$ cat config.mk
export PLATFORM = sky130hd
export DESIGN_NAME = tad_scale_pipe
export DESIGN_NICKNAME = d
export VERILOG_FILES = /design/src/hw/rtl/tad_pkg.sv /design/src/hw/rtl/tad_scale_pipe.sv
export SDC_FILE = /design/constraint.sdc
export NUM_CORES = 2
export LEC_CHECK = 0
export BUFFER_PORTS_ARGS = -buffer_cell sky130_fd_sc_hd__buf_2
export CORE_MARGIN = 2
export CORE_UTILIZATION = 30
export CTS_BUF_LIST = sky130_fd_sc_hd__clkbuf_4 sky130_fd_sc_hd__clkbuf_8 sky130_fd_sc_hd__clkbuf_16
export DETAILED_ROUTE_END_ITERATION = 10
export HOLD_SLACK_MARGIN = 0.1
export PLACE_DENSITY_LB_ADDON = 0.2
export SYNTH_ARGS = -nofsm -noshare
export SYNTH_HDL_FRONTEND = slang
export SYNTH_SLANG_ARGS = --single-unit
$ cat constraint.sdc
create_clock -name clk -period 8.9 [get_ports clk]
set_clock_uncertainty 0.15 [all_clocks]
set_input_delay 0.89 -clock clk [delete_from_list [all_inputs] [get_ports clk]]
set_output_delay 0.89 -clock clk [all_outputs]
set_load 0.005 [all_outputs]
$ cat src/hw/rtl/tad_pkg.sv
// Shared types, sizes and helpers of the tensor axis difference block.
// No dependencies; used by every module of the block but tad_hist_ram.
package tad_pkg;

	localparam int unsigned MAX_OUTER  = 64;
	localparam int unsigned MAX_MIDDLE = 64;
	localparam int unsigned MAX_INNER  = 64;

	localparam int unsigned OUTER_W  = (MAX_OUTER > 1) ? $clog2(MAX_OUTER) : 1;
	localparam int unsigned MIDDLE_W = (MAX_MIDDLE > 1) ? $clog2(MAX_MIDDLE) : 1;
	localparam int unsigned INNER_W  = (MAX_INNER > 1) ? $clog2(MAX_INNER) : 1;

	localparam int unsigned HIST_DEPTH = MAX_MIDDLE * MAX_INNER;
	localparam int unsigned HIST_AW    = (HIST_DEPTH > 1) ? $clog2(HIST_DEPTH) : 1;

	localparam int unsigned DATA_W  = 32;
	localparam int unsigned DIFF_W  = DATA_W + 1;
	localparam int unsigned FRAC_W  = 16;
	localparam int unsigned PROD_W  = DIFF_W + FRAC_W + 1;
	localparam int unsigned SUM_W   = PROD_W + 1;
	localparam int unsigned SIZE_W  = 7;
	localparam int unsigned AXIS_W  = 2;
	localparam int unsigned INDEX_W = 3;

	localparam int unsigned PIPE_DEPTH = 4;

	localparam int unsigned LEN_O = $clog2(MAX_OUTER + 1);
	localparam int unsigned LEN_M = $clog2(MAX_MIDDLE + 1);
	localparam int unsigned LEN_I = $clog2(MAX_INNER + 1);
	localparam int unsigned LEN_OM = (LEN_O > LEN_M) ? LEN_O : LEN_M;
	localparam int unsigned LEN_OMI = (LEN_OM > LEN_I) ? LEN_OM : LEN_I;
	localparam int unsigned LEN_W = (LEN_OMI > SIZE_W) ? LEN_OMI : SIZE_W;

	localparam logic [SIZE_W-1:0] SIZE_RESET = SIZE_W'(64);
	localparam logic [DATA_W-1:0] INV_RESET  = DATA_W'(32'h0001_0000);

	typedef enum logic [AXIS_W-1:0] {
		AXIS_OUTER  = 2'd0,
		AXIS_MIDDLE = 2'd1,
		AXIS_INNER  = 2'd2
	} axis_t;

	typedef enum logic [INDEX_W-1:0] {
		REG_AXIS         = 3'd0,
		REG_SIZE_OUTER   = 3'd1,
		REG_SIZE_MIDDLE  = 3'd2,
		REG_SIZE_INNER   = 3'd3,
		REG_INV_OUTER    = 3'd4,
		REG_INV_MIDDLE   = 3'd5,
		REG_INV_INNER    = 3'd6
	} reg_index_t;

	typedef struct packed {
		axis_t             axis;
		logic [SIZE_W-1:0] size_outer;
		logic [SIZE_W-1:0] size_middle;
		logic [SIZE_W-1:0] size_inner;
		logic [DATA_W-1:0] inv_outer;
		logic [DATA_W-1:0] inv_middle;
		logic [DATA_W-1:0] inv_inner;
	} cfg_t;

	typedef struct packed {
		logic              zero;
		logic              done;
		logic [DATA_W-1:0] inv;
	} ctrl_t;

	function automatic logic [LEN_W-1:0] eff_len(input logic [SIZE_W-1:0] s,
			input logic [LEN_W-1:0] lim);
		logic [LEN_W-1:0] v;
		v = LEN_W'(s);
		if (s == '0) begin
			eff_len = LEN_W'(1);
		end else if (v > lim) begin
			eff_len = lim;
		end else begin
			eff_len = v;
		end
	endfunction

endpackage

$ cat src/hw/rtl/tad_scale_pipe.sv
// Subtract, scale and saturate pipeline with per-stage flow control.
// Depends on tad_pkg; takes the registered history read data in the cycle after a transfer.
module tad_scale_pipe (
	input  logic                                 clk,
	input  logic                                 arst_n,
	input  logic                                 load,
	output logic                                 load_ready,
	input  logic signed [tad_pkg::DATA_W-1:0]    sample,
	input  tad_pkg::ctrl_t                       ctrl,
	input  logic [tad_pkg::DATA_W-1:0]           prev,
	output logic                                 out_valid,
	input  logic                                 out_ready,
	output logic signed [tad_pkg::DATA_W-1:0]    slope,
	output logic                                 tensor_done
);

	localparam int unsigned HALF_W = tad_pkg::FRAC_W;

	logic                                  valid_s1;
	logic signed [tad_pkg::DATA_W-1:0]     sample_s1;
	tad_pkg::ctrl_t                        ctrl_s1;

	logic                                  valid_s2;
	logic signed [tad_pkg::DIFF_W-1:0]     diff_s2;
	logic [tad_pkg::DATA_W-1:0]            inv_s2;
	logic                                  done_s2;

	logic                                  valid_s3;
	logic signed [tad_pkg::PROD_W-1:0]     p_hi_s3;
	logic signed [tad_pkg::PROD_W-1:0]     p_lo_s3;
	logic                                  done_s3;

	logic                                  valid_q;
	logic signed [tad_pkg::DATA_W-1:0]     slope_q;
	logic                                  done_q;

	logic                                  en_s2;
	logic                                  en_s3;
	logic                                  en_out;

	logic signed [tad_pkg::DIFF_W-1:0]     diff;
	logic signed [HALF_W:0]                inv_hi;
	logic signed [HALF_W:0]                inv_lo;
	logic signed [tad_pkg::PROD_W-1:0]     p_hi;
	logic signed [tad_pkg::PROD_W-1:0]     p_lo;
	logic signed [tad_pkg::SUM_W-1:0]      sum;
	logic signed [tad_pkg::DATA_W-1:0]     sat;

	assign en_out     = !valid_q || out_ready;
	assign en_s3      = !valid_s3 || en_out;
	assign en_s2      = !valid_s2 || en_s3;
	assign load_ready = !valid_s1 || en_s2;

	assign diff = ctrl_s1.zero ? '0 :
		($signed({sample_s1[tad_pkg::DATA_W-1], sample_s1}) -
		 $signed({prev[tad_pkg::DATA_W-1], prev}));

	assign inv_hi = $signed({1'b0, inv_s2[tad_pkg::DATA_W-1:HALF_W]});
	assign inv_lo = $signed({1'b0, inv_s2[HALF_W-1:0]});
	assign p_hi   = diff_s2 * inv_hi;
	assign p_lo   = diff_s2 * inv_lo;

	assign sum = tad_pkg::SUM_W'(p_hi_s3) + tad_pkg::SUM_W'(p_lo_s3 >>> tad_pkg::FRAC_W);

	always_comb begin
		if (!sum[tad_pkg::SUM_W-1] && (|sum[tad_pkg::SUM_W-2:tad_pkg::DATA_W-1])) begin
			sat = $signed({1'b0, {(tad_pkg::DATA_W-1){1'b1}}});
		end else if (sum[tad_pkg::SUM_W-1] && !(&sum[tad_pkg::SUM_W-2:tad_pkg::DATA_W-1])) begin
			sat = $signed({1'b1, {(tad_pkg::DATA_W-1){1'b0}}});
		end else begin
			sat = sum[tad_pkg::DATA_W-1:0];
		end
	end

	always_ff @(posedge clk or negedge arst_n) begin
		if (!arst_n) begin
			valid_s1 <= 1'b0;
			valid_s2 <= 1'b0;
			valid_s3 <= 1'b0;
			valid_q  <= 1'b0;
		end else begin
			if (load_ready) begin
				valid_s1 <= load;
			end
			if (en_s2) begin
				valid_s2 <= valid_s1;
			end
			if (en_s3) begin
				valid_s3 <= valid_s2;
			end
			if (en_out) begin
				valid_q <= valid_s3;
			end
		end
	end

	always_ff @(posedge clk) begin
		if (load && load_ready) begin
			sample_s1 <= sample;
			ctrl_s1   <= ctrl;
		end
		if (en_s2) begin
			diff_s2 <= diff;
			inv_s2  <= ctrl_s1.inv;
			done_s2 <= ctrl_s1.done;
		end
		if (en_s3) begin
			p_hi_s3 <= p_hi;
			p_lo_s3 <= p_lo;
			done_s3 <= done_s2;
		end
		if (en_out) begin
			slope_q <= sat;
			done_q  <= done_s3;
		end
	end

	assign out_valid   = valid_q;
	assign slope       = slope_q;
	assign tensor_done = done_q;

endmodule

==> implementation parameters <==
Parameter                              Value

GRT
  First-pass GRT wire length    roughly 210000 um
  Total gr overflow    0
  Initial antenna violation count    7
  Via count of the first global-routing pass    36194
  Tot GR Track Use    0.1624
  Largest net degree at the start of global routing    84

Synthesis
  Dominant cells by area after synthesis    sky130_fd_sc_hd__fa_1, sky130_fd_sc_hd__edfxtp_1, sky130_fd_sc_hd__inv_1
  Distinct cells, synth    73
  Seq cells post-synth    ~250
  Post-synth top flop    sky130_fd_sc_hd__edfxtp_1
  Cell area after technology mapping    0.04881 mm^2
  Cell taking the most area after synthesis    sky130_fd_sc_hd__fa_1
  Post-synthesis net count    6567
  Sequential element share of the synthesized area    0.1559
  Average size of a mapped cell    9.494 um^2
  Yosys warning total    0
  Fraction of registers with async set or reset after synthesis    0.01575
  EDFF count, synth    between 200 and 300
  Fraction of post-synthesis cell area in the top cell type by area    0.4126
  Count of mapped cells out of synthesis    between 5000 and 6000

Floorplanning
  Top-level port count    roughly 140
  Row count    148
  Starting density of the core    0.3009
  Die Outline Area    approximately 0.17 mm^2
  Core Box Area    0.1622 mm^2
  Floorplan die height    407.3 um
  Overall die width    407.3 um

Placement
  Dpl cells    7339
  Cell area after placement    0.05223 mm^2
  Total half-perimeter wirelength after legalization and detailed placement    111600 um
  Port bufs    136
  Global placement routability congestion    0.8502

Clock network
  Number of buffers added by the clock tree synthesis step    35
  Library cell used as clock root buffer    sky130_fd_sc_hd__clkbuf_16
  Buffers inserted by post-CTS timing repair    0
  Level count of the clock H-tree    2
  CTS tree    built
  Clock edge transition at the registers on the reported setup and hold paths    roughly 70 ps
  CTS Buffer Depth    3
  Clock Latency Late Sink    590 ps
  Clock tree sinks    roughly 250

Worst hold path
  Startpoint of the tightest hold check path    ctrl_s1[17]
  Type of the tightest min-delay check    register to register

STA
  RSZ-0062 raised after global routing    no
  Slew @ Worst Pin    about 1100 ps
  Final hold viol count    0
  Final total negative setup slack    0 ps
  Worst slew margin relative to its limit    0.2384
  Final count of pins violating max slew    0
  Period utilization    0.8934
  Time the final worst path needs with I/O delays and setup    7952 ps
  Highest Clock Rate    125.8 MHz
  Total of endpoints with negative setup slack in the final report    0

Final layout
  Reg area    around 0.0076 mm^2
  Synthesis-to-finish area growth    9.457%
  Most frequent cells in the layout    sky130_fd_sc_hd__inv_1, sky130_fd_sc_hd__fa_1, sky130_fd_sc_hd__nand2_1, sky130_fd_sc_hd__and2_1, sky130_fd_sc_hd__ha_1
  Filler-free cell count of the finished design    7405
  Fill cells    17011
  Total Nets Final    6628
  Final Cell Area    0.05342 mm^2
  Combined area of the multi-input logic cells    0.03580 mm^2
  Fraction of layout instances using a drive strength above 1    0.06926
  Commonest non-fill, non-tap cell in the layout    sky130_fd_sc_hd__inv_1

Routing
  Drt first-iter violations    between 1500 and 2000
  Sum of routed wire length over all layers    132700 um
  Number of vias in the routed layout    33289
  Avg WL per Cell    17.92 um
  Count of nets left with antenna violations after detail routing    0
  Via density per instance    around 4.5
  Count of TritonRoute iterations in the first routing pass    6
  Remaining routing DRC violations    0

Run
  Total of max-cap violations    0

Worst setup path
  Max Fanout on Critical Path    12
  Crit path required time    9070 ps
  Cell seen most often among critical-path stages    sky130_fd_sc_hd__fa_1
  Gate family responsible for the most delay along the worst path    adder cells
  Cells traversed along the worst timing path    buf_4 > nand2_1 > fa_1 > fa_1 > fa_1 > fa_1 > inv_1 > fa_1 > inv_1 > fa_1 > inv_1 > ha_1 > o311a_1 > a2111oi_0 > buf_4 > o32ai_1 > a21oi_1 > a21oi_1 > o21ai_0 > o21bai_1 > a21oi_1 > o21ai_0 > xor2_1
  Critical Path AT    8120 ps
  Type of the worst setup path    register to register
  Kind of start point of the critical path    register
  Slowest stage cell, crit path    sky130_fd_sc_hd__edfxtp_1
  Origin of the worst setup path    diff_s2[10]
  Critical path endpoint category    register
  Critical path buffer and inverter count    5
  Crit-path max cell delay    850 ps
  Reg-to-Reg Start    diff_s2[10]

Status
  Result of the run    complete, no violations
==> metrics by stage <==
stage	hold slack, ps	setup WS, ps	utilization
global route	271.6	464.5	0.3293
floorplan	250.3	2011	-
global placement	251.6	948.3	0.3220
finish	266.8	948.4	0.3293
CTS	263.1	865.4	0.3293
detailed placement	254.5	903.6	0.3220
==> metal layers <==
metal  global-route usage  part of all wire
met1               0.2413              0.50
met2               0.2442              0.42
met3              0.03441             0.062
met4              0.02893             0.016
met5                    0                 0
==> final cells by class <==
class	instances	share of cell area
clock inverters	19	0.003841
repair buffers	251	0.02942
multi-input cells	3450	0.6701
flip-flops and latches	254	0.1424
diodes	3	0.0001405
well taps	2175	0.05094
inverters	1210	0.08502
clock buffers	43	0.01817
==> state kept, by name, indices dropped and copies added, names as in the netlist, 32 cells and up <==
name,count
p_hi_s3,50
ctrl_s1,34
p_lo_s3,34
diff_s2,33
inv_s2,32
sample_s1,32
slope,32
==> what timing repair did <==
item                                   in CTS  in global routing
gates resized for setup                     0                  0
hold buffers                                1                  0
endpoints found under the hold margin       4                  0
setup endpoints to repair                   0                  0
==> logic make-up (layout without fill, tap and decap cells) <==
family,after synthesis,in the layout,share of synthesized area
adders and majority gates,1324,1324,0.4942
AOI/OAI and AO/OA,516,516,0.06991
and+or+nand+nor,1459,1459,0.1417
muxes,4,4,0.0008716
DFF,254,254,0.1559
xor gates and xnor gates,147,147,0.02638
buffers and inverters,1437,1523,0.1112
other,0,3,0
==> synth_stat cells (9+ instances only) <==
| master | n |
|---|---|
| sky130_fd_sc_hd__xor2_1 | 50 |
| sky130_fd_sc_hd__ha_1 | 318 |
| sky130_fd_sc_hd__nand3_1 | 33 |
| sky130_fd_sc_hd__nand2_1 | 744 |
| sky130_fd_sc_hd__o21ai_2 | 30 |
| sky130_fd_sc_hd__nor2b_1 | 21 |
| sky130_fd_sc_hd__edfxtp_1 | 250 |
| sky130_fd_sc_hd__nor3_1 | 25 |
| sky130_fd_sc_hd__o21a_1 | 27 |
| sky130_fd_sc_hd__o21ai_0 | 81 |
| sky130_fd_sc_hd__inv_1 | 1210 |
| sky130_fd_sc_hd__a21oi_1 | 152 |
| sky130_fd_sc_hd__or3_1 | 10 |
| sky130_fd_sc_hd__nor2_1 | 132 |
| sky130_fd_sc_hd__clkbuf_1 | 219 |
| sky130_fd_sc_hd__nand2b_1 | 14 |
| sky130_fd_sc_hd__fa_1 | 1006 |
| sky130_fd_sc_hd__and3_1 | 26 |
| sky130_fd_sc_hd__a31oi_1 | 24 |
| sky130_fd_sc_hd__and2_1 | 401 |
| sky130_fd_sc_hd__a21o_1 | 80 |
| sky130_fd_sc_hd__o21bai_1 | 29 |
| sky130_fd_sc_hd__o211ai_1 | 9 |
| sky130_fd_sc_hd__a211oi_1 | 10 |
| sky130_fd_sc_hd__a211o_1 | 10 |
| sky130_fd_sc_hd__xnor2_1 | 97 |
| sky130_fd_sc_hd__nand4_1 | 24 |
==> worst paths after layout <==
path | to | slack [ps] | cells past startpoint
max in group asynchronous | valid_s1 | 7990 | 2
min | inv_s2[17] | 270 | 0
max reg2reg | p_hi_s3[48] | 950 | 23
min in group asynchronous | out_valid | 500 | 2
max | p_hi_s3[48] | 950 | 23
min reg2reg | inv_s2[17] | 270 | 0
Power is left out: the tool's default activity adds up to more than one toggle a clock period on the data nets, which glitch-free logic cannot reach.
