## config.mk

```make
export PLATFORM = sky130hd
export DESIGN_NAME = tad_addr_gen
export DESIGN_NICKNAME = d
export VERILOG_FILES = /design/src/hw/rtl/tad_pkg.sv /design/src/hw/rtl/tad_addr_gen.sv
export SDC_FILE = /design/constraint.sdc
export NUM_CORES = 1
export LEC_CHECK = 0
export ABC_AREA = 1
export BUFFER_PORTS_ARGS = -buffer_cell sky130_fd_sc_hd__buf_2
export CAP_MARGIN = 20
export CORE_MARGIN = 10
export CORE_UTILIZATION = 43
export CTS_CLUSTER_SIZE = 14
export DETAILED_ROUTE_END_ITERATION = 10
export PLACE_DENSITY = 0.93
export SLEW_MARGIN = 5
export SYNTH_ARGS = -nofsm -noshare
export SYNTH_HDL_FRONTEND = slang
export SYNTH_SLANG_ARGS = --single-unit
```

## constraint.sdc

```tcl
create_clock -name clk -period 3.1 [get_ports clk]
set_clock_uncertainty 0.15 [all_clocks]
set_input_delay 0.465 -clock clk [delete_from_list [all_inputs] [get_ports clk]]
set_output_delay 0.465 -clock clk [all_outputs]
set_load 0.05 [all_outputs]
```

## src/hw/rtl/tad_pkg.sv

```systemverilog
// Shared types, sizes and helpers of the tensor axis difference block.
// No dependencies; used by every module of the block but tad_hist_ram.
package tad_pkg;

	localparam int unsigned MAX_OUTER  = 64;
	localparam int unsigned MAX_MIDDLE = 64;
	localparam int unsigned MAX_INNER  = 64;

	localparam int unsigned OUTER_W  = (MAX_OUTER > 1) ? $clog2(MAX_OUTER) : 1;
	localparam int unsigned MIDDLE_W = (MAX_MIDDLE > 1) ? $clog2(MAX_MIDDLE) : 1;
	localparam int unsigned INNER_W  = (MAX_INNER > 1) ? $clog2(MAX_INNER) : 1;

	localparam int unsigned HIST_DEPTH = MAX_MIDDLE * MAX_INNER;
	localparam int unsigned HIST_AW    = (HIST_DEPTH > 1) ? $clog2(HIST_DEPTH) : 1;

	localparam int unsigned DATA_W  = 32;
	localparam int unsigned DIFF_W  = DATA_W + 1;
	localparam int unsigned FRAC_W  = 16;
	localparam int unsigned PROD_W  = DIFF_W + FRAC_W + 1;
	localparam int unsigned SUM_W   = PROD_W + 1;
	localparam int unsigned SIZE_W  = 7;
	localparam int unsigned AXIS_W  = 2;
	localparam int unsigned INDEX_W = 3;

	localparam int unsigned PIPE_DEPTH = 4;

	localparam int unsigned LEN_O = $clog2(MAX_OUTER + 1);
	localparam int unsigned LEN_M = $clog2(MAX_MIDDLE + 1);
	localparam int unsigned LEN_I = $clog2(MAX_INNER + 1);
	localparam int unsigned LEN_OM = (LEN_O > LEN_M) ? LEN_O : LEN_M;
	localparam int unsigned LEN_OMI = (LEN_OM > LEN_I) ? LEN_OM : LEN_I;
	localparam int unsigned LEN_W = (LEN_OMI > SIZE_W) ? LEN_OMI : SIZE_W;

	localparam logic [SIZE_W-1:0] SIZE_RESET = SIZE_W'(64);
	localparam logic [DATA_W-1:0] INV_RESET  = DATA_W'(32'h0001_0000);

	typedef enum logic [AXIS_W-1:0] {
		AXIS_OUTER  = 2'd0,
		AXIS_MIDDLE = 2'd1,
		AXIS_INNER  = 2'd2
	} axis_t;

	typedef enum logic [INDEX_W-1:0] {
		REG_AXIS         = 3'd0,
		REG_SIZE_OUTER   = 3'd1,
		REG_SIZE_MIDDLE  = 3'd2,
		REG_SIZE_INNER   = 3'd3,
		REG_INV_OUTER    = 3'd4,
		REG_INV_MIDDLE   = 3'd5,
		REG_INV_INNER    = 3'd6
	} reg_index_t;

	typedef struct packed {
		axis_t             axis;
		logic [SIZE_W-1:0] size_outer;
		logic [SIZE_W-1:0] size_middle;
		logic [SIZE_W-1:0] size_inner;
		logic [DATA_W-1:0] inv_outer;
		logic [DATA_W-1:0] inv_middle;
		logic [DATA_W-1:0] inv_inner;
	} cfg_t;

	typedef struct packed {
		logic              zero;
		logic              done;
		logic [DATA_W-1:0] inv;
	} ctrl_t;

	function automatic logic [LEN_W-1:0] eff_len(input logic [SIZE_W-1:0] s,
			input logic [LEN_W-1:0] lim);
		logic [LEN_W-1:0] v;
		v = LEN_W'(s);
		if (s == '0) begin
			eff_len = LEN_W'(1);
		end else if (v > lim) begin
			eff_len = lim;
		end else begin
			eff_len = v;
		end
	endfunction

endpackage

```

## src/hw/rtl/tad_addr_gen.sv

```systemverilog
// Position counters and history addressing of the tensor axis difference block.
// Depends on tad_pkg.
module tad_addr_gen (
	input  logic                          clk,
	input  logic                          arst_n,
	input  logic                          advance,
	input  tad_pkg::cfg_t                 cfg,
	output logic [tad_pkg::HIST_AW-1:0]   wr_addr,
	output logic [tad_pkg::HIST_AW-1:0]   rd_addr,
	output tad_pkg::ctrl_t                ctrl
);

	logic [tad_pkg::OUTER_W-1:0]  pos_outer_q;
	logic [tad_pkg::MIDDLE_W-1:0] pos_middle_q;
	logic [tad_pkg::INNER_W-1:0]  pos_inner_q;
	logic                         last_outer;
	logic                         last_middle;
	logic                         last_inner;

	assign last_outer = (tad_pkg::LEN_W'(pos_outer_q) + tad_pkg::LEN_W'(1)) >=
		tad_pkg::eff_len(cfg.size_outer, tad_pkg::LEN_W'(tad_pkg::MAX_OUTER));
	assign last_middle = (tad_pkg::LEN_W'(pos_middle_q) + tad_pkg::LEN_W'(1)) >=
		tad_pkg::eff_len(cfg.size_middle, tad_pkg::LEN_W'(tad_pkg::MAX_MIDDLE));
	assign last_inner = (tad_pkg::LEN_W'(pos_inner_q) + tad_pkg::LEN_W'(1)) >=
		tad_pkg::eff_len(cfg.size_inner, tad_pkg::LEN_W'(tad_pkg::MAX_INNER));

	assign wr_addr = tad_pkg::HIST_AW'(pos_middle_q) * tad_pkg::HIST_AW'(tad_pkg::MAX_INNER)
		+ tad_pkg::HIST_AW'(pos_inner_q);

	always_comb begin
		ctrl.done = last_inner & last_middle & last_outer;
		case (cfg.axis)
			tad_pkg::AXIS_OUTER: begin
				rd_addr   = wr_addr;
				ctrl.zero = (pos_outer_q == '0);
				ctrl.inv  = cfg.inv_outer;
			end
			tad_pkg::AXIS_MIDDLE: begin
				rd_addr   = wr_addr - tad_pkg::HIST_AW'(tad_pkg::MAX_INNER);
				ctrl.zero = (pos_middle_q == '0);
				ctrl.inv  = cfg.inv_middle;
			end
			default: begin
				rd_addr   = wr_addr - tad_pkg::HIST_AW'(1);
				ctrl.zero = (pos_inner_q == '0);
				ctrl.inv  = cfg.inv_inner;
			end
		endcase
	end

	always_ff @(posedge clk or negedge arst_n) begin
		if (!arst_n) begin
			pos_outer_q  <= '0;
			pos_middle_q <= '0;
			pos_inner_q  <= '0;
		end else if (advance) begin
			if (last_inner) begin
				pos_inner_q <= '0;
				if (last_middle) begin
					pos_middle_q <= '0;
					if (last_outer) begin
						pos_outer_q <= '0;
					end else begin
						pos_outer_q <= pos_outer_q + 1'b1;
					end
				end else begin
					pos_middle_q <= pos_middle_q + 1'b1;
				end
			end else begin
				pos_inner_q <= pos_inner_q + 1'b1;
			end
		end
	end

endmodule

```

==> run summary, run 1 <==
The pre-antenna-repair detailed-routing pass consisted of 5 iterations. For the depth of the CTS H-tree, the log shows 1. At the end of the flow, the number of nets in the layout was 772. The fill cell total of the finished layout was 534. After synthesis, the most frequently instantiated cells are 200 x nand2_1, 40 x inv_1, 36 x nand3_1. The switching component of the power is 1.64 mW.

Max-cap violations in this run came to 0. The fraction of layout cells with a size suffix above 1 is 0.355, and the weighted congestion reported at the end of routability-driven placement is 0.998. In this run the clock root is driven by a clkbuf_8.

Counting every net in the synthesized netlist gives 588. The post-route non-filler standard cell count came out at 695. The internal portion of total power is 0.956 mW. The run gives 0.62 ns as the register-to-register path setup slack. The remaining global-route overflow was 0; the wire length per cell after detailed routing was 16.5 µm.

Count of port buffers added during placement: 179. The number of antenna diodes in the final layout is 0. The run gives 32 as the distinct cell type count of the synthesized netlist. The Yosys warning count was 0; the die width was 98 µm. The fraction of the cycle the final worst path needs is 0.955. TritonCTS built the clock tree. Data on the critical path arrives at its endpoint at 2.35 ns. STA classifies the critical path startpoint as a flip-flop.

Type of the most critical hold path: in2reg. The flow ran to the end, and the final reports show no timing, DRC or antenna violations. Setup violations remaining at the end of the flow were counted as 0. The final number of max-transition violations is 0, and the clock latency on the worst-skew pair is 0.25 ns.

Counting along the longest clock path gives a buffer depth of 2. The core region is 5920 µm². The first global-routing pass estimated 17.7 mm of wire.

The endpoint identified for the worst register-to-register timing path is pos_outer_q[5]. The tools report the terminating pin of the worst hold path as pos_inner_q[5]. The tools report the start point of the worst hold path as advance.

The floorplan has 28 rows. Cell total after placement: 685. For the relative slew slack, the log shows 0.732. For the combined global-route utilization of all metal layers, the log shows 0.216. STA classifies the critical path endpoint as an output pin. Clock-pin slew was measured on the worst setup and hold paths at 0.06 ns. In this run the worst path has a maximum fanout of 7. For the worst setup path, the data required time is 2.48 ns.

The type of the setup path with the least slack was reg2out. On the final layout, the worst hold slack is 0.372 ns. The tools report the maximum number of pins on one net before global-route repair as 33.

In the post-synthesis netlist, the cell with the most instances is nand2_1. VDD sags by at most 0.471 mV. After layout, the minimum clock period comes to 2.96 ns. After detailed routing, the number of remaining DRC violations is 0. The area added between synthesis and finish came out at 42.8%.

The logs give 0.163 for the relative contribution of sequential cells to total power and 180 for the I/O pin count. The most used flip-flop cell after synthesis is dfrtp_1. The maximum operating frequency was 0.338 GHz; the top-area cell type share of the netlist area was 0.287. The number of antenna violations at the first check in global routing is 0. For the number of buffers inserted during clock tree synthesis, the log shows 3. In this run the critical register-to-register path is launched from pos_outer_q[0].

For this block, the initial DRC count from the detailed router was 314. Transition at the pin with the smallest max-transition slack: 0.402 ns. By area the synthesized netlist is led by nand2_1 29%, dfrtp_1 17%, ha_1 13%. Counting flops and latches in the post-synthesis netlist gives 18.

The biggest area contributor in the post-synthesis netlist is nand2_1. The logs give 11.4 mm for the total routed wirelength and 9.36 mm for the detailed placer's ending HPWL. For the final worst setup slack, the log shows 0.139 ns. In this run the vertical extent of the chip is 98 µm. The tools report the combinational share of power as 0.775. The total cell area at the placement stage was 3590 µm²; the switching share of power was 0.632. The finished cells cover 3730 µm². The synthesized netlist occupies a cell area of 2620 µm².

The part of the Yosys area used for sequential elements is 0.172, and the post-synthesis average cell area is 5.97 µm². The tools report the total count of hold-check failures in the final report as 0. The worst hold path passes through 2 cells. The full die area came out at 9600 µm². The clock net in this run drives a total of 18 sinks. The via density per instance is 5.19, and the utilization after layout is 0.631. The clock group share of total power is 0.062. The number of antenna-violating nets in the routed design was 0.

Number of global-route vias before repair: 3495. The proportion of register bits with asynchronous set or reset after synthesis is 1.00. The depth of the worst register-to-register path is 11. The count of flip-flops with a built-in enable after synthesis was 0; the number of standard cells after synthesis was 438. The power density over the cells works out to 696 nW/µm². The routed via count came out at 3610. The tools report the starting density of the core as 0.442. Prior to clock tree synthesis, the placed netlist has a worst setup slack of 0.143 ns.

In this run the static leakage power is 2.26 nW.
-- layout by cell type, fill, tap and decap left out, types with 2 or more instances in the layout --
cell type	n
a21oi_1	6
a22oi_1	10
buf_2	178
buf_4	10
clkbuf_8	3
dfrtp_1	12
dfrtp_2	6
ha_1	28
inv_1	40
nand2_1	200
nand2_2	2
nand3_1	34
nand3_2	4
nand3b_1	2
nand4_1	4
nor2_1	27
nor2_2	4
nor2_4	2
nor3_1	2
nor3_2	2
nor4_1	2
o21ai_0	9
xor2_1	18
xor2_2	3
-- flip-flops by register name, indices dropped and copies added, names as in the netlist --
register      flops
pos_inner_q       6
pos_middle_q      6
pos_outer_q       6
-- cell families (layout without fill, tap and decap cells) --
| logic type | count (synthesis) | in the layout | synth area share |
|---|---|---|---|
| AOI/OAI and AO/OA | 30 | 30 | 0.0732 |
| xor gates and xnor gates | 21 | 21 | 0.0732 |
| adders and majority gates | 28 | 28 | 0.134 |
| buffers and inverters | 52 | 234 | 0.0799 |
| DFF | 18 | 18 | 0.172 |
| and+or+nand+nor | 289 | 289 | 0.468 |
-- worst max path at each step --
stage	start	to	slack (ns)	cells past startpoint
after floorplan	pos_middle_q[0]	ctrl[32]	0.04	10
after global placement	cfg[107]	ctrl[32]	0.33	13
after detailed placement	cfg[107]	ctrl[32]	0.14	13
after CTS	pos_outer_q[0]	ctrl[32]	0.05	12
after global routing	pos_outer_q[0]	ctrl[32]	-0.04	12
final	pos_middle_q[0]	ctrl[32]	0.14	12
-- power by group through the flow --
stage	registers (mW)	clock network [mW]	logic, mW
after floorplan	0.561	0	1.27
after global placement	0.414	0	1.88
after detailed placement	0.420	0	1.93
after CTS	0.416	0.157	1.94
after global routing	0.437	0.168	2.17
final	0.424	0.161	2.01
-- what timing repair did --
item                                    in CTS  in global routing
endpoints found under the setup margin       1                  1
buffers inserted                             0                  6
hold endpoints to repair                     9                  0
resized for setup                            1                 14
gates cloned                                 0                  0
hold buffers                                 1                  0
-- worst max-delay path, stage by stage (launching register included) --
cell and delay, ns:
dfrtp_2 0.45, ha_1 0.24, nand2_1 0.11, nor2_2 0.05, xor2_1 0.15, ha_1 0.34
nand2_1 0.07, nand2_1 0.06, a21oi_2 0.16, nand3_2 0.16, nand2_1 0.12, nor2_2 0.05
buf_6 0.15
-- cell type report --
cell class | instances | area (µm²) | area share
clock buffers | 3 | 41.3 | 0.0111
inverters | 41 | 154 | 0.0412
multi-input cells | 368 | 2000 | 0.536
flip-flops and latches | 18 | 458 | 0.123
well taps | 75 | 93.8 | 0.0251
repair buffers | 190 | 987 | 0.264
-- per-layer routing --
metal	up-vias	share of wire	GRT usage	wire length [µm]
li1	1761	-	-	-
met1	1629	0.35	0.235	4010
met2	192	0.53	0.414	6050
met3	28	0.096	0.0409	1100
met4	0	0.024	0.0548	278
met5	-	0	0	0
-- through the flow --
| stage | power (mW) | setup TNS, ns |
|---|---|---|
| 2_1_floorplan | 1.83 | 0 |
| 3_3_place_gp | 2.30 | 0 |
| 3_5_place_dp | 2.35 | 0 |
| 4_1_cts | 2.51 | 0 |
| 5_1_grt | 2.77 | -0.0412 |
| 6_report | 2.60 | 0 |
(Power assumes the default switching activity.)
==> inputs of run 2 (changes only) <==
--- a/config.mk
+++ b/config.mk
@@ -10,9 +10,11 @@
 export CAP_MARGIN = 20
 export CORE_MARGIN = 10
 export CORE_UTILIZATION = 43
+export CTS_BUF_LIST = sky130_fd_sc_hd__clkbuf_8 sky130_fd_sc_hd__clkbuf_16
 export CTS_CLUSTER_SIZE = 14
 export DETAILED_ROUTE_END_ITERATION = 10
 export PLACE_DENSITY = 0.93
+export SETUP_SLACK_MARGIN = 0.02
 export SLEW_MARGIN = 5
 export SYNTH_ARGS = -nofsm -noshare
 export SYNTH_HDL_FRONTEND = slang
==> constraint.sdc (replaced) <==
create_clock -name clk -period 3.4 [get_ports clk]
set_clock_uncertainty 0.15 [all_clocks]
set_input_delay 0.51 -clock clk [delete_from_list [all_inputs] [get_ports clk]]
set_output_delay 0.51 -clock clk [all_outputs]
set_load 0.05 [all_outputs]
==> run 2 against run 1 <==
Combinational power shrank 13%. Core utilization shrank 1.8 points. Wire length shrank 3.6%. Clock-buffer cell count is the same. Design area shrank 2.9%. Die area is the same. Non-clock buffer count shrank 8. Worst hold slack lost 0.34 ns. Final cell count shrank 1.2%. Sequential cell count is the same. Critical path type unchanged. Critical path depth is the same. Global-route usage shrank 0.40 points.
==> run summary, run 2 (same netlist as run 1, synthesis figures left out) <==
The flow ran to the end, and the final reports show no timing, DRC or antenna violations. Data required time at the worst endpoint: 2.74 ns (+0.26 ns). Total cell area at the placement stage: 3580 µm² (-0.28%).

The cell family contributing the most delay on the critical path is simple AND/OR/NAND/NOR gates. The path class of the tightest hold or removal check is in2async. The cell that appears most often on the critical path is nand2_1. The largest registers in the layout are pos_inner_q: 6 flops, pos_middle_q: 6 flops, pos_outer_q: 6 flops.

TritonCTS built the clock tree. Among all stages on the critical path, the largest delay is contributed by dfrtp_1. Final antenna diode count: 0 (unchanged). The worst-path maximum fanout was 8 (+1). Vertical extent of the die: 98 µm (unchanged). Cell total after placement: 684 (-0.15%). Subtracting the final worst setup slack from the clock period gives 3.17 ns. For the relative slew slack, the log shows 0.735 (+0.00276). The tree is rooted in a clkbuf_8. The fraction of the cycle the final worst path needs came out at 0.932. The combined global-route utilization of all metal layers is 0.212 (-0.00405), and the area added between synthesis and finish is 38.6%.

Fraction of layout cells with a size suffix above 1: 0.328 (-0.0264). In the layout the commonest cells are 200 x nand2_1, 178 x buf_2, 40 x inv_1. The smallest hold slack is 0.0297 ns (-0.343 ns).

The tools report the maximum number of pins on one net before global-route repair as 35 (+6.1%). The worst setup path is launched from a flip-flop. The number of antenna-violating nets in the routed design came out at 0 (unchanged).

The worst setup path is of the reg2out kind. Total setup buffers inserted after CTS: 0 (unchanged). The worst setup path is captured at an output pin. Number of antenna violations at the first check in global routing: 0 (unchanged). Clock latency on the worst-skew pair: 0.25 ns (about the same).

The remaining global-route overflow is 0 (unchanged). The tools report the utilization after layout as 0.612 (-0.0184). The count of hold-fix buffers inserted at cts is 0 (-1), and the clock slew at the register clock pins of the worst setup and hold paths is 0.06 ns (about the same). The worst setup timing slack at the placement stage is 0.420 ns (+0.278 ns).

Total clock sinks: 18 (unchanged). The count of buffer and inverter cells on the critical path is 1 (unchanged), and the post-cts gate resize count is 0 (-1). The number of max-cap violations is 0 (unchanged), and the wire length per cell after detailed routing is 16.1 µm (-2.5%). The longest individual stage delay on the worst path is 0.52 ns (+0.07 ns). The wire length of the first global-routing pass was 17.2 mm (-2.9%); the starting density of the core was 0.442 (unchanged). The total count of hold-check failures in the final report was 0 (unchanged); the DRC violation total after the first TritonRoute iteration was 253 (-19%). The tools report the final number of max-transition violations as 0 (unchanged). For the number of endpoints failing setup at the final stage, the log shows 0 (unchanged).

The static leakage was 2.23 nW (-1.5%); the power density over the cells was 627 nW/µm² (-9.8%). The final net count came out at 764 (-1.0%). The post-route non-filler standard cell count was 687 (-1.2%). Setup repair after global routing left no endpoint under its margin. The length of the first detailed-routing pass in iterations came out at 5 (unchanged). The detailed placer's ending HPWL is 9.35 mm (about the same), and the number of core rows is 28 (unchanged). The fill cell total of the finished layout is 568 (+6.4%).

The via density per instance is 5.12 (-1.4%), and the data arrival time of the worst path is 2.51 ns (+0.16 ns). The tools report the largest buffer count on any clock path as 2 (unchanged). The depth of the CTS H-tree was 1 (unchanged). Transition at the pin with the smallest max-transition slack: 0.398 ns (-0.00414 ns). Total routed wirelength: 11.0 mm (-3.6%). Highest ir drop seen on vdd: 0.323 mV (-31%).

For this run, the top clock speed supported by timing is 0.315 GHz. Traced cell by cell, the critical path runs through ha_1, nand2_1, nor2_1, xor2_1, ha_1, nand2_1, nand2_1, a21oi_2, nand3_2, nand2_1, nor2_1, clkbuf_4. The I/O pin count is 180 (unchanged). The final total power was 2.27 mW (-12%). For the number of global-route vias before repair, the log shows 3325 (-4.9%). The full die area was 9600 µm² (unchanged). The tools report the number of buffers inserted during clock tree synthesis as 3 (unchanged). The tools report the core region area as 5920 µm² (unchanged).

Leaving out fill and tap cells, the most frequent cell in the layout is nand2_1. The logs give 3630 µm² (-2.9%) for the final non-filler cell area and 3517 (-2.6%) for the routed via count. The final worst setup slack came out at 0.230 ns (+0.0909 ns).

The count of port buffers added during placement works out to 179 (unchanged). The weighted congestion reported at the end of routability-driven placement came out at 0.891 (-11%). The final routed DRC violation total is 0 (unchanged). The die width came out at 98 µm (unchanged). The tools report the summed negative setup slack over all endpoints as 0 ns (unchanged).
run 2: layout make-up:
class | count | area [µm²] | share of cell area
multi-input cells | 368 | 1960 | 0.542
repair buffers | 182 | 921 | 0.254
clock buffers | 3 | 41.3 | 0.0114
well taps | 75 | 93.8 | 0.0259
inverters | 41 | 154 | 0.0424
flip-flops and latches | 18 | 452 | 0.125
run 2: path summary, 6_finish.rpt:
| check | slack, ns | startpoint | end | cells past startpoint |
|---|---|---|---|---|
| min reg2reg | 0.39 | pos_outer_q[5] | pos_outer_q[5] | 2 |
| min in group clk | 0.39 | pos_outer_q[5] | pos_outer_q[5] | 2 |
| max reg2reg | 0.85 | pos_middle_q[0] | pos_outer_q[3] | 12 |
| max in group asynchronous | 2.77 | arst_n | pos_outer_q[0] | 1 |
| max | 0.23 | pos_middle_q[0] | ctrl[32] | 12 |
| min | 0.03 | arst_n | pos_middle_q[5] | 1 |
run 2: layer usage:
layer | routed length (µm) | track usage
met2 | 5900 | 0.409
met1 | 4010 | 0.234
met5 | 0 | 0
met3 | 947 | 0.0366
met4 | 170 | 0.0414
run 2: power breakdown:
group,total (mW),switching [mW],internal [mW]
Combinational,1.74,1.27,0.475
Clock,0.142,0.0635,0.0785
Sequential,0.389,0.118,0.271
run 2: worst reg2reg max path, stage by stage, from the launching register on:
cell	delay (ns)
dfrtp_1	0.52
ha_1	0.24
nand2_1	0.08
nor2_1	0.12
xor2_1	0.22
ha_1	0.29
nand2_1	0.07
nand2_1	0.06
a21oi_2	0.16
nand3_2	0.16
nand3_1	0.23
nand2_1	0.11
nand2_1	0.08
==> inputs of run 3 (changes only) <==
--- a/config.mk
+++ b/config.mk
@@ -13,7 +13,8 @@
 export CTS_BUF_LIST = sky130_fd_sc_hd__clkbuf_8 sky130_fd_sc_hd__clkbuf_16
 export CTS_CLUSTER_SIZE = 14
 export DETAILED_ROUTE_END_ITERATION = 10
-export PLACE_DENSITY = 0.93
+export GPL_TIMING_DRIVEN = 0
+export PLACE_DENSITY = 0.83
 export SETUP_SLACK_MARGIN = 0.02
 export SLEW_MARGIN = 5
 export SYNTH_ARGS = -nofsm -noshare
==> constraint.sdc (replaced) <==
create_clock -name clk -period 3.4 [get_ports clk]
set_clock_uncertainty 0.15 [all_clocks]
set_input_delay 1.02 -clock clk [delete_from_list [all_inputs] [get_ports clk]]
set_output_delay 1.02 -clock clk [all_outputs]
set_load 0.05 [all_outputs]
==> run 3 against run 2 <==
The run now ends with negative setup slack left. Die area unchanged. Largest power group unchanged. Largest cell class unchanged. Worst setup slack got worse by 0.67 ns. Clock-buffer cell count increased by 1.
==> run summary, run 3 (same netlist as run 1, synthesis figures left out) <==
The run finished, with violations left. The final reports fail on negative setup slack. The worst-path maximum fanout is 3 (-5), and the number of antenna-violating nets in the routed design is 0 (unchanged).

The storage element area is 450 µm² (-0.28%). The tools report the fill cell total of the finished layout as 537 (-5.5%). The data arrival time of the worst path was 2.67 ns (+0.16 ns). The via density per instance came out at 5.05 (-1.4%). The critical path startpoint category was an input port. Clock period minus final worst setup slack: 3.84 ns (+0.668 ns).

The multi-input gate area in the final layout is 2140 µm² (+9.2%). The vertical extent of the die was 98 µm (unchanged). The endpoint type of the worst setup path is an output pin. Final total power: 2.50 mW (+9.8%). The library cells used most frequently in the layout, excluding fill and tap cells, are 192 x nand2_1, 173 x buf_2, 37 x inv_1.

The final routed DRC violation total was 0 (unchanged); the number of buffers inserted during clock tree synthesis was 3 (unchanged). The number of global-route vias before repair is 3287 (-1.1%), and the detailed placer's ending HPWL is 9.41 mm (+0.61%). The clock slew at the register clock pins of the worst setup and hold paths was 0.06 ns (about the same). The static leakage was 2.33 nW (+4.5%); the relative slew slack was 0.734 (-0.000859). The cell at the root of the clock tree was clkbuf_8. The wire length per cell after detailed routing works out to 15.8 µm (-1.6%). The DRC violation total after the first TritonRoute iteration was 165 (-35%).

The tools report the core region area as 5920 µm² (unchanged). The starting density of the core is 0.442 (unchanged). Highest ir drop seen on vdd: 0.437 mV (+35%). The maximum number of pins on one net before global-route repair was 19 (-46%); the worst setup timing slack at the placement stage was -0.619 ns (-1.04 ns).

The length of the first detailed-routing pass in iterations came out at 5 (unchanged). The weighted congestion reported at the end of routability-driven placement is 0.992 (+11%). Full die area: 9600 µm² (unchanged).

The clock latency on the worst-skew pair was 0.25 ns (about the same). The data required time at the worst endpoint is 2.23 ns (-0.51 ns), and the combined global-route utilization of all metal layers is 0.210 (-0.00177). Number of max-cap violations: 0 (unchanged). Setup repair after global routing could not meet its margin everywhere. For the total cell area at the placement stage, the log shows 3710 µm² (+3.6%). The min-delay analysis places its worst path in the category reg2reg. The area added between synthesis and finish works out to 51.4%. The logs give 18 (unchanged) for the total clock sinks and 0.261 GHz (-17%) for the maximum operating frequency. The fraction of the cycle the final worst path needs was 1.13 (+0.196); the wire length of the first global-routing pass was 17.1 mm (-0.64%).

The transition at the pin with the smallest max-transition slack works out to 0.399 ns (+0.00129 ns). The die width is 98 µm (unchanged). The count of hold-fix buffers inserted at cts is 0 (unchanged). The I/O pin count was 180 (unchanged); the depth of the CTS H-tree was 1 (unchanged). The power density over the cells came out at 631 nW/µm² (+0.53%). The tools report the total routed wirelength as 11.1 mm (+0.73%).

The final net count came out at 779 (+2.0%). The final non-filler cell area is 3960 µm² (+9.2%), and the count of port buffers added during placement is 178 (-0.56%). The number of antenna violations at the first check in global routing was 0 (unchanged).

TritonCTS built the clock tree. The fraction of layout cells with a size suffix above 1 is 0.385 (+0.0569). The final number of max-transition violations was 0 (unchanged); the total count of hold-check failures in the final report was 0 (unchanged).

The run gives 28 (unchanged) as the number of core rows. The register-to-register path setup slack was 0.53 ns (-0.32 ns); the number of endpoints failing setup at the final stage was 1 (+1). The largest buffer count on any clock path is 2 (unchanged). In the final layout, the registers with the most flip-flops are pos_inner_q: 6 flops, pos_middle_q: 6 flops, pos_outer_q: 6 flops.

The routed via count is 3547 (+0.85%), and the final worst setup slack is -0.438 ns (-0.668 ns). The remaining global-route overflow was 0 (unchanged). The final antenna diode count came out at 0 (unchanged).

The type of the setup path with the least slack was in2out. Most common cell after layout, fill and taps aside: nand2_1.
==> run 3: path summary, 6_finish.rpt <==
path,end,start,cells after the start
setup / recovery,ctrl[32],cfg[96],15
hold / removal,pos_middle_q[5],pos_middle_q[5],2
setup reg to reg,pos_outer_q[1],pos_middle_q[0],14
hold reg to reg,pos_middle_q[5],pos_middle_q[5],2
max in group asynchronous,pos_outer_q[1],arst_n,1
min in group asynchronous,pos_outer_q[5],arst_n,1
==> run 3: report_power, final <==
| group | internal [mW] | switching [mW] |
|---|---|---|
| sequential | 0.269 | 0.121 |
| clock | 0.103 | 0.0681 |
| combinational | 0.594 | 1.34 |
| total | 0.966 | 1.53 |
==> run 3: cell type report <==
class,count,share of cell area
plain buffers,11,0.0158
repair buffers,186,0.252
multi-input cells,368,0.542
well taps,75,0.0237
clock buffers,4,0.0139
flip-flops and latches,18,0.114
inverters,41,0.0395
==> run 3: metrics by stage <==
| step | util | TNS (ns) | hold WS (ns) | instances |
|---|---|---|---|---|
| 2_1_floorplan | - | -0.242 | 0.343 | 438 |
| 3_3_place_gp | 0.626 | -0.530 | 0.374 | 691 |
| 3_5_place_dp | 0.626 | -0.626 | 0.381 | 691 |
| 4_1_cts | 0.649 | -0.433 | 0.404 | 697 |
| 5_1_grt | 0.669 | -0.570 | 0.439 | 703 |
| 6_report | 0.669 | -0.438 | 0.403 | 703 |
==> run 3: layer usage <==
layer  track usage  part of all wire
met5             0                 0
met4        0.0358             0.013
met3        0.0423             0.071
met2         0.413              0.54
met1         0.225              0.38
==> run 3: worst max-delay path: stages <==
cell and delay (ns):
buf_2 0.11, nor4_2 0.27, nand2_1 0.13, nand2_2 0.10, nand2_1 0.09, ha_4 0.28
nand2_1 0.05, clkinv_1 0.04, nand2_1 0.04, nand2_1 0.06, nand2_1 0.08, nand2_4 0.10
inv_4 0.04, nor2_4 0.11, buf_8 0.15
==> run 3: timing repair <==
item                                    in CTS  in global routing
gates resized for setup                     15                 27
endpoints found under the setup margin      21                 37
gates cloned                                 0                  0
pin swaps                                   11                 13
hold endpoints to repair                     0                  0
setup buffers                                2                  6
